<file path="src/design/spfb_pkg.sv">
// ----------------------------------------------------------------------------
// spfb_pkg: shared types and constants for the serial program frame builder
// Command codes, instruction opcodes and the descriptor passed from the
// front end to the byte sequencer.
// ----------------------------------------------------------------------------
package spfb_pkg;

    typedef enum logic [3:0] {
        CMD_READ_FLASH  = 4'd0,
        CMD_LOAD_FLASH  = 4'd1,
        CMD_WRITE_PAGE  = 4'd2,
        CMD_READ_EEPROM = 4'd3,
        CMD_WRITE_EEP   = 4'd4,
        CMD_CHIP_ERASE  = 4'd5,
        CMD_FUSE_LOW    = 4'd6,
        CMD_FUSE_HIGH   = 4'd7,
        CMD_ENTER_PROG  = 4'd8
    } cmd_t;

    localparam logic [7:0] OP_LOAD_EXT   = 8'h4D;
    localparam logic [7:0] OP_READ_FLASH = 8'h20;
    localparam logic [7:0] OP_LOAD_FLASH = 8'h40;
    localparam logic [7:0] OP_WRITE_PAGE = 8'h4C;
    localparam logic [7:0] OP_READ_EEP   = 8'hA0;
    localparam logic [7:0] OP_WRITE_EEP  = 8'hC0;
    localparam logic [7:0] OP_PROG       = 8'hAC;
    localparam logic [7:0] SUB_ERASE     = 8'h80;
    localparam logic [7:0] SUB_FUSE_LOW  = 8'hA0;
    localparam logic [7:0] SUB_FUSE_HIGH = 8'hA8;
    localparam logic [7:0] SUB_ENABLE    = 8'h53;

    localparam int          EXT_LSB     = 17;
    localparam logic [3:0]  WAIT_LONG   = 4'd10;
    localparam logic [3:0]  WAIT_FUSE   = 4'd5;
    localparam logic [2:0]  IDX_FIRST   = 3'd0;
    localparam logic [2:0]  IDX_INSTR   = 3'd4;
    localparam logic [2:0]  IDX_FINAL   = 3'd7;

    // One queued command, fully decoded
    typedef struct packed {
        logic [2:0]      start_idx;  // 0 with extended frame, 4 without
        logic [7:0]      ext_byte;
        logic [3:0][7:0] instr;      // instruction bytes, index 0 sent first
        logic            cap_en;
        logic [1:0]      cap_idx;
        logic [3:0]      wait_ms;
    } desc_t;

    // Queue status seen by the sequencer
    typedef struct packed {
        logic  valid;
        desc_t desc;
    } head_t;

endpackage

</file>
<file path="src/design/avr_serial_program_frame_builder.sv">
// ----------------------------------------------------------------------------
// avr_serial_program_frame_builder: serial programming instruction encoder
// Turns programming commands into runs of SPI bytes.
// ----------------------------------------------------------------------------
// Usage:
//   s_axis carries one command per beat: tuser holds the command code,
//   tdata the address, data byte and poll flag. m_axis returns the SPI
//   bytes of that command's instruction, one per beat, with tlast on the
//   final byte. tdata on m_axis holds the byte, the capture flag and the
//   wait in milliseconds (nonzero only on the last byte).
//   Flash commands whose address bits 24..17 leave the tracked page window
//   first get a four-byte load-extended-address frame: eight bytes in all,
//   other commands four. Unused command codes are dropped with no output.
//   A command is registered in the descriptor queue, then its first byte
//   in the sequencer's output register. The byte sequencer emits one byte
//   per cycle while m_axis_tready stays high; a two-entry descriptor queue
//   lets the decoder take new commands while a run is still going out.
//   Reset clears the tracked extended byte to zero and empties the queue.
//   When m_axis_tready is low the output beat holds, the sequencer stops,
//   and s_axis_tready drops once the queue is full.
// ----------------------------------------------------------------------------
module avr_serial_program_frame_builder (
    input  logic        aclk,
    input  logic        aresetn,
    input  logic        s_axis_tvalid,
    output logic        s_axis_tready,
    input  logic [39:0] s_axis_tdata,   // address[24:0], data[32:25], poll_wait[33], zero pad
    input  logic [3:0]  s_axis_tuser,   // command[3:0]
    output logic        m_axis_tvalid,
    input  logic        m_axis_tready,
    output logic [15:0] m_axis_tdata,   // spi_byte[7:0], capture[8], wait_ms[12:9], zero pad
    output logic        m_axis_tlast    // last
);

    logic             accept;
    logic             push;
    spfb_pkg::desc_t  push_desc;
    logic             pop;
    logic             full;
    spfb_pkg::head_t  head;
    logic [7:0]       out_byte;
    logic             out_cap;
    logic [3:0]       out_wait;

    assign s_axis_tready = !full;
    assign accept        = s_axis_tvalid && s_axis_tready;

    spfb_front u_front (
        .aclk      (aclk),
        .aresetn   (aresetn),
        .accept    (accept),
        .command   (s_axis_tuser),
        .address   (s_axis_tdata[24:0]),
        .data      (s_axis_tdata[32:25]),
        .poll_wait (s_axis_tdata[33]),
        .push      (push),
        .push_desc (push_desc)
    );

    spfb_queue u_queue (
        .aclk      (aclk),
        .aresetn   (aresetn),
        .push      (push),
        .push_desc (push_desc),
        .pop       (pop),
        .full      (full),
        .head      (head)
    );

    spfb_back u_back (
        .aclk      (aclk),
        .aresetn   (aresetn),
        .head      (head),
        .pop       (pop),
        .m_valid   (m_axis_tvalid),
        .m_ready   (m_axis_tready),
        .m_byte    (out_byte),
        .m_capture (out_cap),
        .m_wait    (out_wait),
        .m_last    (m_axis_tlast)
    );

    assign m_axis_tdata = {3'd0, out_wait, out_cap, out_byte};

    // Wait time only rides on the final byte of a run
    assert property (@(posedge aclk) disable iff (!aresetn)
        (m_axis_tvalid && !m_axis_tlast) |-> (out_wait == 4'd0))
        else $error("wait_ms set on a byte that is not last");

    // A descriptor is retired only while one is present
    assert property (@(posedge aclk) disable iff (!aresetn)
        pop |-> head.valid)
        else $error("queue popped while empty");

    // The queue never takes a descriptor while it is full
    assert property (@(posedge aclk) disable iff (!aresetn)
        push |-> !full)
        else $error("push into full queue");

    // After reset the input side is ready and no beat is pending
    assert property (@(posedge aclk)
        !aresetn |=> (s_axis_tready && !m_axis_tvalid))
        else $error("block not idle after reset");

endmodule

</file>
<file path="src/design/spfb_front.sv">
// ----------------------------------------------------------------------------
// spfb_front: command decoder
// Accepts commands, tracks the extended address byte and builds a descriptor
// for each valid command. Unused command codes are dropped.
// ----------------------------------------------------------------------------
module spfb_front (
    input  logic                aclk,
    input  logic                aresetn,
    input  logic                accept,
    input  logic [3:0]          command,
    input  logic [24:0]         address,
    input  logic [7:0]          data,
    input  logic                poll_wait,
    output logic                push,
    output spfb_pkg::desc_t     push_desc
);

    logic [7:0] ext_byte_reg;
    logic [7:0] ext_byte_next;
    logic [7:0] hi;
    logic       is_flash;
    logic       cmd_ok;

    assign hi = address[spfb_pkg::EXT_LSB +: 8];

    always_comb begin
        is_flash  = 1'b0;
        cmd_ok    = 1'b1;
        push_desc = '0;
        push_desc.start_idx = spfb_pkg::IDX_INSTR;
        push_desc.ext_byte  = hi;
        case (command)
            spfb_pkg::CMD_READ_FLASH, spfb_pkg::CMD_LOAD_FLASH,
            spfb_pkg::CMD_WRITE_PAGE: begin
                is_flash = 1'b1;
                push_desc.instr[1] = address[16:9];
                push_desc.instr[2] = address[8:1];
                if (command == spfb_pkg::CMD_READ_FLASH) begin
                    push_desc.instr[0] = spfb_pkg::OP_READ_FLASH | {4'd0, address[0], 3'd0};
                    push_desc.cap_en   = 1'b1;
                    push_desc.cap_idx  = 2'd3;
                end else if (command == spfb_pkg::CMD_LOAD_FLASH) begin
                    push_desc.instr[0] = spfb_pkg::OP_LOAD_FLASH | {4'd0, address[0], 3'd0};
                    push_desc.instr[3] = data;
                    push_desc.wait_ms  = {3'd0, poll_wait};
                end else begin
                    push_desc.instr[0] = spfb_pkg::OP_WRITE_PAGE;
                    push_desc.wait_ms  = {3'd0, poll_wait};
                end
            end
            spfb_pkg::CMD_READ_EEPROM: begin
                push_desc.instr[0] = spfb_pkg::OP_READ_EEP;
                push_desc.instr[1] = address[15:8];
                push_desc.instr[2] = address[7:0];
                push_desc.cap_en   = 1'b1;
                push_desc.cap_idx  = 2'd3;
            end
            spfb_pkg::CMD_WRITE_EEP: begin
                push_desc.instr[0] = spfb_pkg::OP_WRITE_EEP;
                push_desc.instr[1] = address[15:8];
                push_desc.instr[2] = address[7:0];
                push_desc.instr[3] = data;
                push_desc.wait_ms  = spfb_pkg::WAIT_LONG;
            end
            spfb_pkg::CMD_CHIP_ERASE: begin
                push_desc.instr[0] = spfb_pkg::OP_PROG;
                push_desc.instr[1] = spfb_pkg::SUB_ERASE;
                push_desc.wait_ms  = spfb_pkg::WAIT_LONG;
            end
            spfb_pkg::CMD_FUSE_LOW, spfb_pkg::CMD_FUSE_HIGH: begin
                push_desc.instr[0] = spfb_pkg::OP_PROG;
                push_desc.instr[1] = (command == spfb_pkg::CMD_FUSE_LOW)
                                   ? spfb_pkg::SUB_FUSE_LOW : spfb_pkg::SUB_FUSE_HIGH;
                push_desc.instr[3] = data;
                push_desc.wait_ms  = spfb_pkg::WAIT_FUSE;
            end
            spfb_pkg::CMD_ENTER_PROG: begin
                push_desc.instr[0] = spfb_pkg::OP_PROG;
                push_desc.instr[1] = spfb_pkg::SUB_ENABLE;
                push_desc.cap_en   = 1'b1;
                push_desc.cap_idx  = 2'd2;
            end
            default: begin
                cmd_ok = 1'b0;
            end
        endcase
        // prepend the extended frame when the flash page window moves
        if (is_flash && (hi != ext_byte_reg)) begin
            push_desc.start_idx = spfb_pkg::IDX_FIRST;
        end
    end

    assign push          = accept && cmd_ok;
    assign ext_byte_next = (accept && is_flash) ? hi : ext_byte_reg;

    always_ff @(posedge aclk) begin
        if (!aresetn) begin
            ext_byte_reg <= 8'd0;
        end else begin
            ext_byte_reg <= ext_byte_next;
        end
    end

endmodule

</file>
<file path="src/design/spfb_queue.sv">
// ----------------------------------------------------------------------------
// spfb_queue: two-entry descriptor queue
// Decouples the decoder from the byte sequencer.
// ----------------------------------------------------------------------------
module spfb_queue (
    input  logic                aclk,
    input  logic                aresetn,
    input  logic                push,
    input  spfb_pkg::desc_t     push_desc,
    input  logic                pop,
    output logic                full,
    output spfb_pkg::head_t     head
);

    spfb_pkg::desc_t entry_reg [2];
    logic       wr_ptr_reg, wr_ptr_next;
    logic       rd_ptr_reg, rd_ptr_next;
    logic [1:0] count_reg,  count_next;

    assign full       = (count_reg == 2'd2);
    assign head.valid = (count_reg != 2'd0);
    assign head.desc  = entry_reg[rd_ptr_reg];

    always_comb begin
        wr_ptr_next = wr_ptr_reg ^ push;
        rd_ptr_next = rd_ptr_reg ^ pop;
        count_next  = count_reg + {1'b0, push} - {1'b0, pop};
    end

    always_ff @(posedge aclk) begin
        if (push) begin
            entry_reg[wr_ptr_reg] <= push_desc;
        end
    end

    always_ff @(posedge aclk) begin
        if (!aresetn) begin
            wr_ptr_reg <= 1'b0;
            rd_ptr_reg <= 1'b0;
            count_reg  <= 2'd0;
        end else begin
            wr_ptr_reg <= wr_ptr_next;
            rd_ptr_reg <= rd_ptr_next;
            count_reg  <= count_next;
        end
    end

endmodule

</file>
<file path="src/design/spfb_back.sv">
// ----------------------------------------------------------------------------
// spfb_back: byte sequencer
// Walks the head descriptor one SPI byte per beat into the output register,
// first the optional extended frame, then the four instruction bytes.
// ----------------------------------------------------------------------------
module spfb_back (
    input  logic                aclk,
    input  logic                aresetn,
    input  spfb_pkg::head_t     head,
    output logic                pop,
    output logic                m_valid,
    input  logic                m_ready,
    output logic [7:0]          m_byte,
    output logic                m_capture,
    output logic [3:0]          m_wait,
    output logic                m_last
);

    logic       active_reg, active_next;
    logic [2:0] idx_reg,    idx_next;
    logic       valid_reg,  valid_next;
    logic [7:0] byte_reg,   byte_next;
    logic       cap_reg,    cap_next;
    logic [3:0] wait_reg,   wait_next;
    logic       last_reg,   last_next;
    logic       load;
    logic [2:0] cur;

    assign load = !valid_reg || m_ready;
    assign cur  = active_reg ? idx_reg : head.desc.start_idx;

    always_comb begin
        active_next = active_reg;
        idx_next    = idx_reg;
        valid_next  = valid_reg;
        byte_next   = byte_reg;
        cap_next    = cap_reg;
        wait_next   = wait_reg;
        last_next   = last_reg;
        pop         = 1'b0;
        if (load) begin
            valid_next = head.valid;
            if (head.valid) begin
                if (cur[2]) begin
                    byte_next = head.desc.instr[cur[1:0]];
                end else begin
                    case (cur[1:0])
                        2'd0:    byte_next = spfb_pkg::OP_LOAD_EXT;
                        2'd2:    byte_next = head.desc.ext_byte;
                        default: byte_next = 8'd0;
                    endcase
                end
                cap_next  = cur[2] && head.desc.cap_en && (cur[1:0] == head.desc.cap_idx);
                last_next = (cur == spfb_pkg::IDX_FINAL);
                wait_next = last_next ? head.desc.wait_ms : 4'd0;
                // advance, or retire the descriptor on its final byte
                if (last_next) begin
                    pop         = 1'b1;
                    active_next = 1'b0;
                end else begin
                    active_next = 1'b1;
                    idx_next    = cur + 3'd1;
                end
            end
        end
    end

    always_ff @(posedge aclk) begin
        byte_reg <= byte_next;
        cap_reg  <= cap_next;
        wait_reg <= wait_next;
        last_reg <= last_next;
        idx_reg  <= idx_next;
    end

    always_ff @(posedge aclk) begin
        if (!aresetn) begin
            active_reg <= 1'b0;
            valid_reg  <= 1'b0;
        end else begin
            active_reg <= active_next;
            valid_reg  <= valid_next;
        end
    end

    assign m_valid   = valid_reg;
    assign m_byte    = byte_reg;
    assign m_capture = cap_reg;
    assign m_wait    = wait_reg;
    assign m_last    = last_reg;

endmodule

</file>
<file path="config.mk">
export PLATFORM = sky130hd
export DESIGN_NAME = avr_serial_program_frame_builder
export DESIGN_NICKNAME = d
export VERILOG_FILES = /design/src/design/spfb_pkg.sv /design/src/design/avr_serial_program_frame_builder.sv /design/src/design/spfb_front.sv /design/src/design/spfb_queue.sv /design/src/design/spfb_back.sv
export SDC_FILE = /design/constraint.sdc
export NUM_CORES = 1
export LEC_CHECK = 0
export BUFFER_PORTS_ARGS = -buffer_cell sky130_fd_sc_hd__buf_4
export CAP_MARGIN = 20
export CORE_MARGIN = 4
export CORE_UTILIZATION = 35
export CTS_CLUSTER_SIZE = 24
export DETAILED_ROUTE_END_ITERATION = 7
export PLACE_DENSITY = 0.51
export SETUP_SLACK_MARGIN = 0.2
export SLEW_MARGIN = 20
export SYNTH_ARGS = -nofsm -noshare
export SYNTH_HDL_FRONTEND = slang
export SYNTH_SLANG_ARGS = --single-unit
</file>
<file path="constraint.sdc">
create_clock -name aclk -period 2.8 [get_ports aclk]
set_clock_uncertainty 0.1 [all_clocks]
set_input_delay 0.28 -clock aclk [delete_from_list [all_inputs] [get_ports aclk]]
set_output_delay 0.28 -clock aclk [all_outputs]
set_load 0.005 [all_outputs]
</file>
==> metrics.md <==
| Metric | Value |
|---|---|
| Outcome | finished clean |
| Mapped Cells | 384 |
| GRT Max-Usage Layer | met2 |
| Combinational share of power | 0.101 |
| Die ar. | 17410 um^2 |
| Area of the multi-input gates | 1854 um^2 |
| Ys Warns | 0 |
| Avg Cell Area, Syn | 14.00 um^2 |
| Final wirelength | 11590 um |
| GRT Util Overall | 0.1378 |
| Register share of total power | 0.436 |
| Leakage | 2.440 nW |
| Clock root buffer | clkbuf_16 |
| H-tree levels | 4 |
| Die H | 132.0 um |
| Antenna violations before repair | 0 |
| CTS tree | done |
| Netlist cell types | 48 |
| Routing usage on met2 | 0.2206 |
| Hpwl dp | 7872 um |
| Seq cells post-synth | 117 |
| Worst-margin pin slew | 0.6137 ns |
| Worst Setup End Kind | register |
| Inserted Clock Buffers | 17 |
| Ys async rst share | 0 |
| Ant. Diodes | 0 |
| Min-Delay Path Class | in -> reg |
| Minimum clock period | 2.437 ns |
| Drt pass-1 iters | 4 |
| Clk pwr share | 0.463 |
| Largest register FFs | 86 |
| Number of flops mapped to enable cells by yosys | 102 |
| Port Buffer Count | 57 |
| Pwr/cell area | 702.4 nW/um^2 |
| Sequential area share after synthesis | 0.6254 |
| Core Rows | 45 |
| Max VDD drop | 437.4 uV |
| Fin nets | 514 |
| Routed vias | 3288 |
| Filler instances | 1361 |
| CTS clk-pin slew, worst paths | 0.05 ns |
| Starting density of the core | 0.3551 |
| Starting DRT DRC Count | 310 |
| Most frequent cells in the layout | edfxtp_1, buf_4, nor2b_1, mux2i_1 |
| Io pins | 67 |
| Core Util, Final | 0.4438 |
| Antenna Nets Post-Route | 0 |
| Core footprint | 15150 um^2 |
| Share of layout cells above drive strength 1 | 0.2569 |
| Hold_ws | 0.07306 ns |
| Int Pwr | 3.704 mW |
| Max-cap violations | 0 |
| Total grt overflow | 0 |
| Slew Limit Fails | 0 |
| Synthesis-to-finish area growth | 24.99% |
| Worst Path Max Fanout | 8 |
| Switching Power | 1.017 mW |
| CTS Sinks | 117 |
| Post-route clock period utilization | 0.8705 |
| DRC Markers | 0 |
| Largest net degree at the start of global routing | 44 |
| Switching portion of total power | 0.2154 |
| RSZ-0062 raised after global routing | no |
| Met3 Usage GRT | 0.04122 |
| Vias per inst | 4.989 |
| Die Width | 132.0 um |
| Max Root-Sink Buffers | 2 |
| Register area | 3364 um^2 |
| R2r setup slk | 0.36 ns |
| Slew margin rel. | 0.5893 |
| Vias in the first global route | 3339 |
| Post-Synthesis Cell Area | 5378 um^2 |
| Max Fclk | 410.3 MHz |
| Worst Path Arrival | 2.64 ns |
| Critical Path RT | 3.00 ns |
| Average wire per cell in the routed design | 17.59 um |
| Setup TNS Final | 0 ns |
| Met1 usage | 0.1764 |
| Global-route wire length before repair | 18370 um |
| Clk_lat worst skew | 0.41 ns |
| Critical path type | reg -> reg |
| Commonest non-fill, non-tap cell in the layout | edfxtp_1 |
| Final hold vios | 0 |
| Setup violators final | 0 |
| Commonest register cell after synthesis | edfxtp_1 |
| Gpl congestion | 0.7935 |
| CP startpoint kind | register |
[area by class of cell]
class / instances / area share
clock buffers: 23 / 0.07111
multi-input cells: 234 / 0.2759
well taps: 188 / 0.03500
flip-flops and latches: 117 / 0.5006
repair buffers: 77 / 0.09270
clock inverters: 9 / 0.01862
inverters: 11 / 0.006143
[path summary, 6_finish.rpt]
check | from | cells past startpoint | to
max | u_back.idx_reg[1]$_DFFE_PP_ | 12 | u_queue.count_reg[1]$_SDFF_PN0_
min | s_axis_tdata[28] | 2 | u_queue.entry_reg[0][34]$_DFFE_PP_
max reg2reg | u_back.idx_reg[1]$_DFFE_PP_ | 12 | u_queue.count_reg[1]$_SDFF_PN0_
min reg2reg | u_front.ext_byte_reg[4]$_SDFFE_PN0P_ | 2 | u_front.ext_byte_reg[4]$_SDFFE_PN0P_
[power by group through the flow]
stage	logic (mW)	clock network, mW	registers (mW)
finish	0.477	2.18	2.06
CTS	0.482	2.23	2.06
global placement	0.462	0	2.09
global route	0.529	2.32	2.07
floorplan	0.275	0	2.08
detailed placement	0.471	0	2.09
[repair_timing]
item,CTS,global route
endpoints found under the hold margin,16,0
setup endpoints to repair,0,1
hold buffers,8,0
gates resized for setup,0,3
buffers inserted,0,2
[critical path, cell delays in order (launching register included)]
cell	delay [ns]
edfxtp_1	0.51
nand2_1	0.14
clkinv_1	0.09
ha_1	0.24
ha_4	0.19
nand3b_1	0.10
inv_1	0.07
ha_1	0.27
inv_1	0.04
ha_1	0.19
xnor2_1	0.13
xnor2_1	0.12
and2_1	0.15
[cells by family (layout without fill, tap and decap cells)]
group,count (synthesis),after routing,share of synthesized area
AOI/OAI and AO/OA,75,75,0.09237
xor gates and xnor gates,13,13,0.02117
adders and majority gates,8,8,0.01861
buffers and inverters,35,120,0.03513
DFF,117,117,0.6254
muxes,42,42,0.1110
other,1,3,0.0006973
and+or+nand+nor,93,93,0.09563
[synth_stat cells, types with 6 or more instances]
cell	number	area share
edfxtp_1	102	0.57
mux2i_1	24	0.045
nor2b_1	23	0.027
a21oi_1	18	0.017
nor2_1	18	0.013
o21ai_0	18	0.017
dfxtp_1	15	0.056
and2_1	13	0.015
xnor2_1	13	0.021
a22o_1	12	0.020
nand2_1	10	0.0070
inv_1	9	0.0063
clkbuf_1	8	0.0056
ha_1	8	0.019
mux4_1	8	0.039
buf_4	7	0.0098
mux2_2	7	0.015
buf_2	6	0.0056
nand3b_1	6	0.0084
o22ai_1	6	0.0070
[metrics by stage]
step / cell area, um^2 / std cells / power [mW] / setup WS [ns]
detailed placement: 6008 / 617 / 2.564 / 0.3023
global route: 6721 / 659 / 4.918 / 0.1952
finish: 6721 / 659 / 4.721 / 0.3627
global placement: 6008 / 617 / 2.551 / 0.3649
CTS: 6691 / 657 / 4.769 / 0.2931
floorplan: 5388 / 386 / 2.357 / 0.1014
[routing by layer]
layer,vias up,part of all wire
met3,14,0.037
met4,0,0.018
met1,1607,0.46
met5,-,0
li1,1604,-
met2,63,0.48
(Power assumes the default switching activity.)
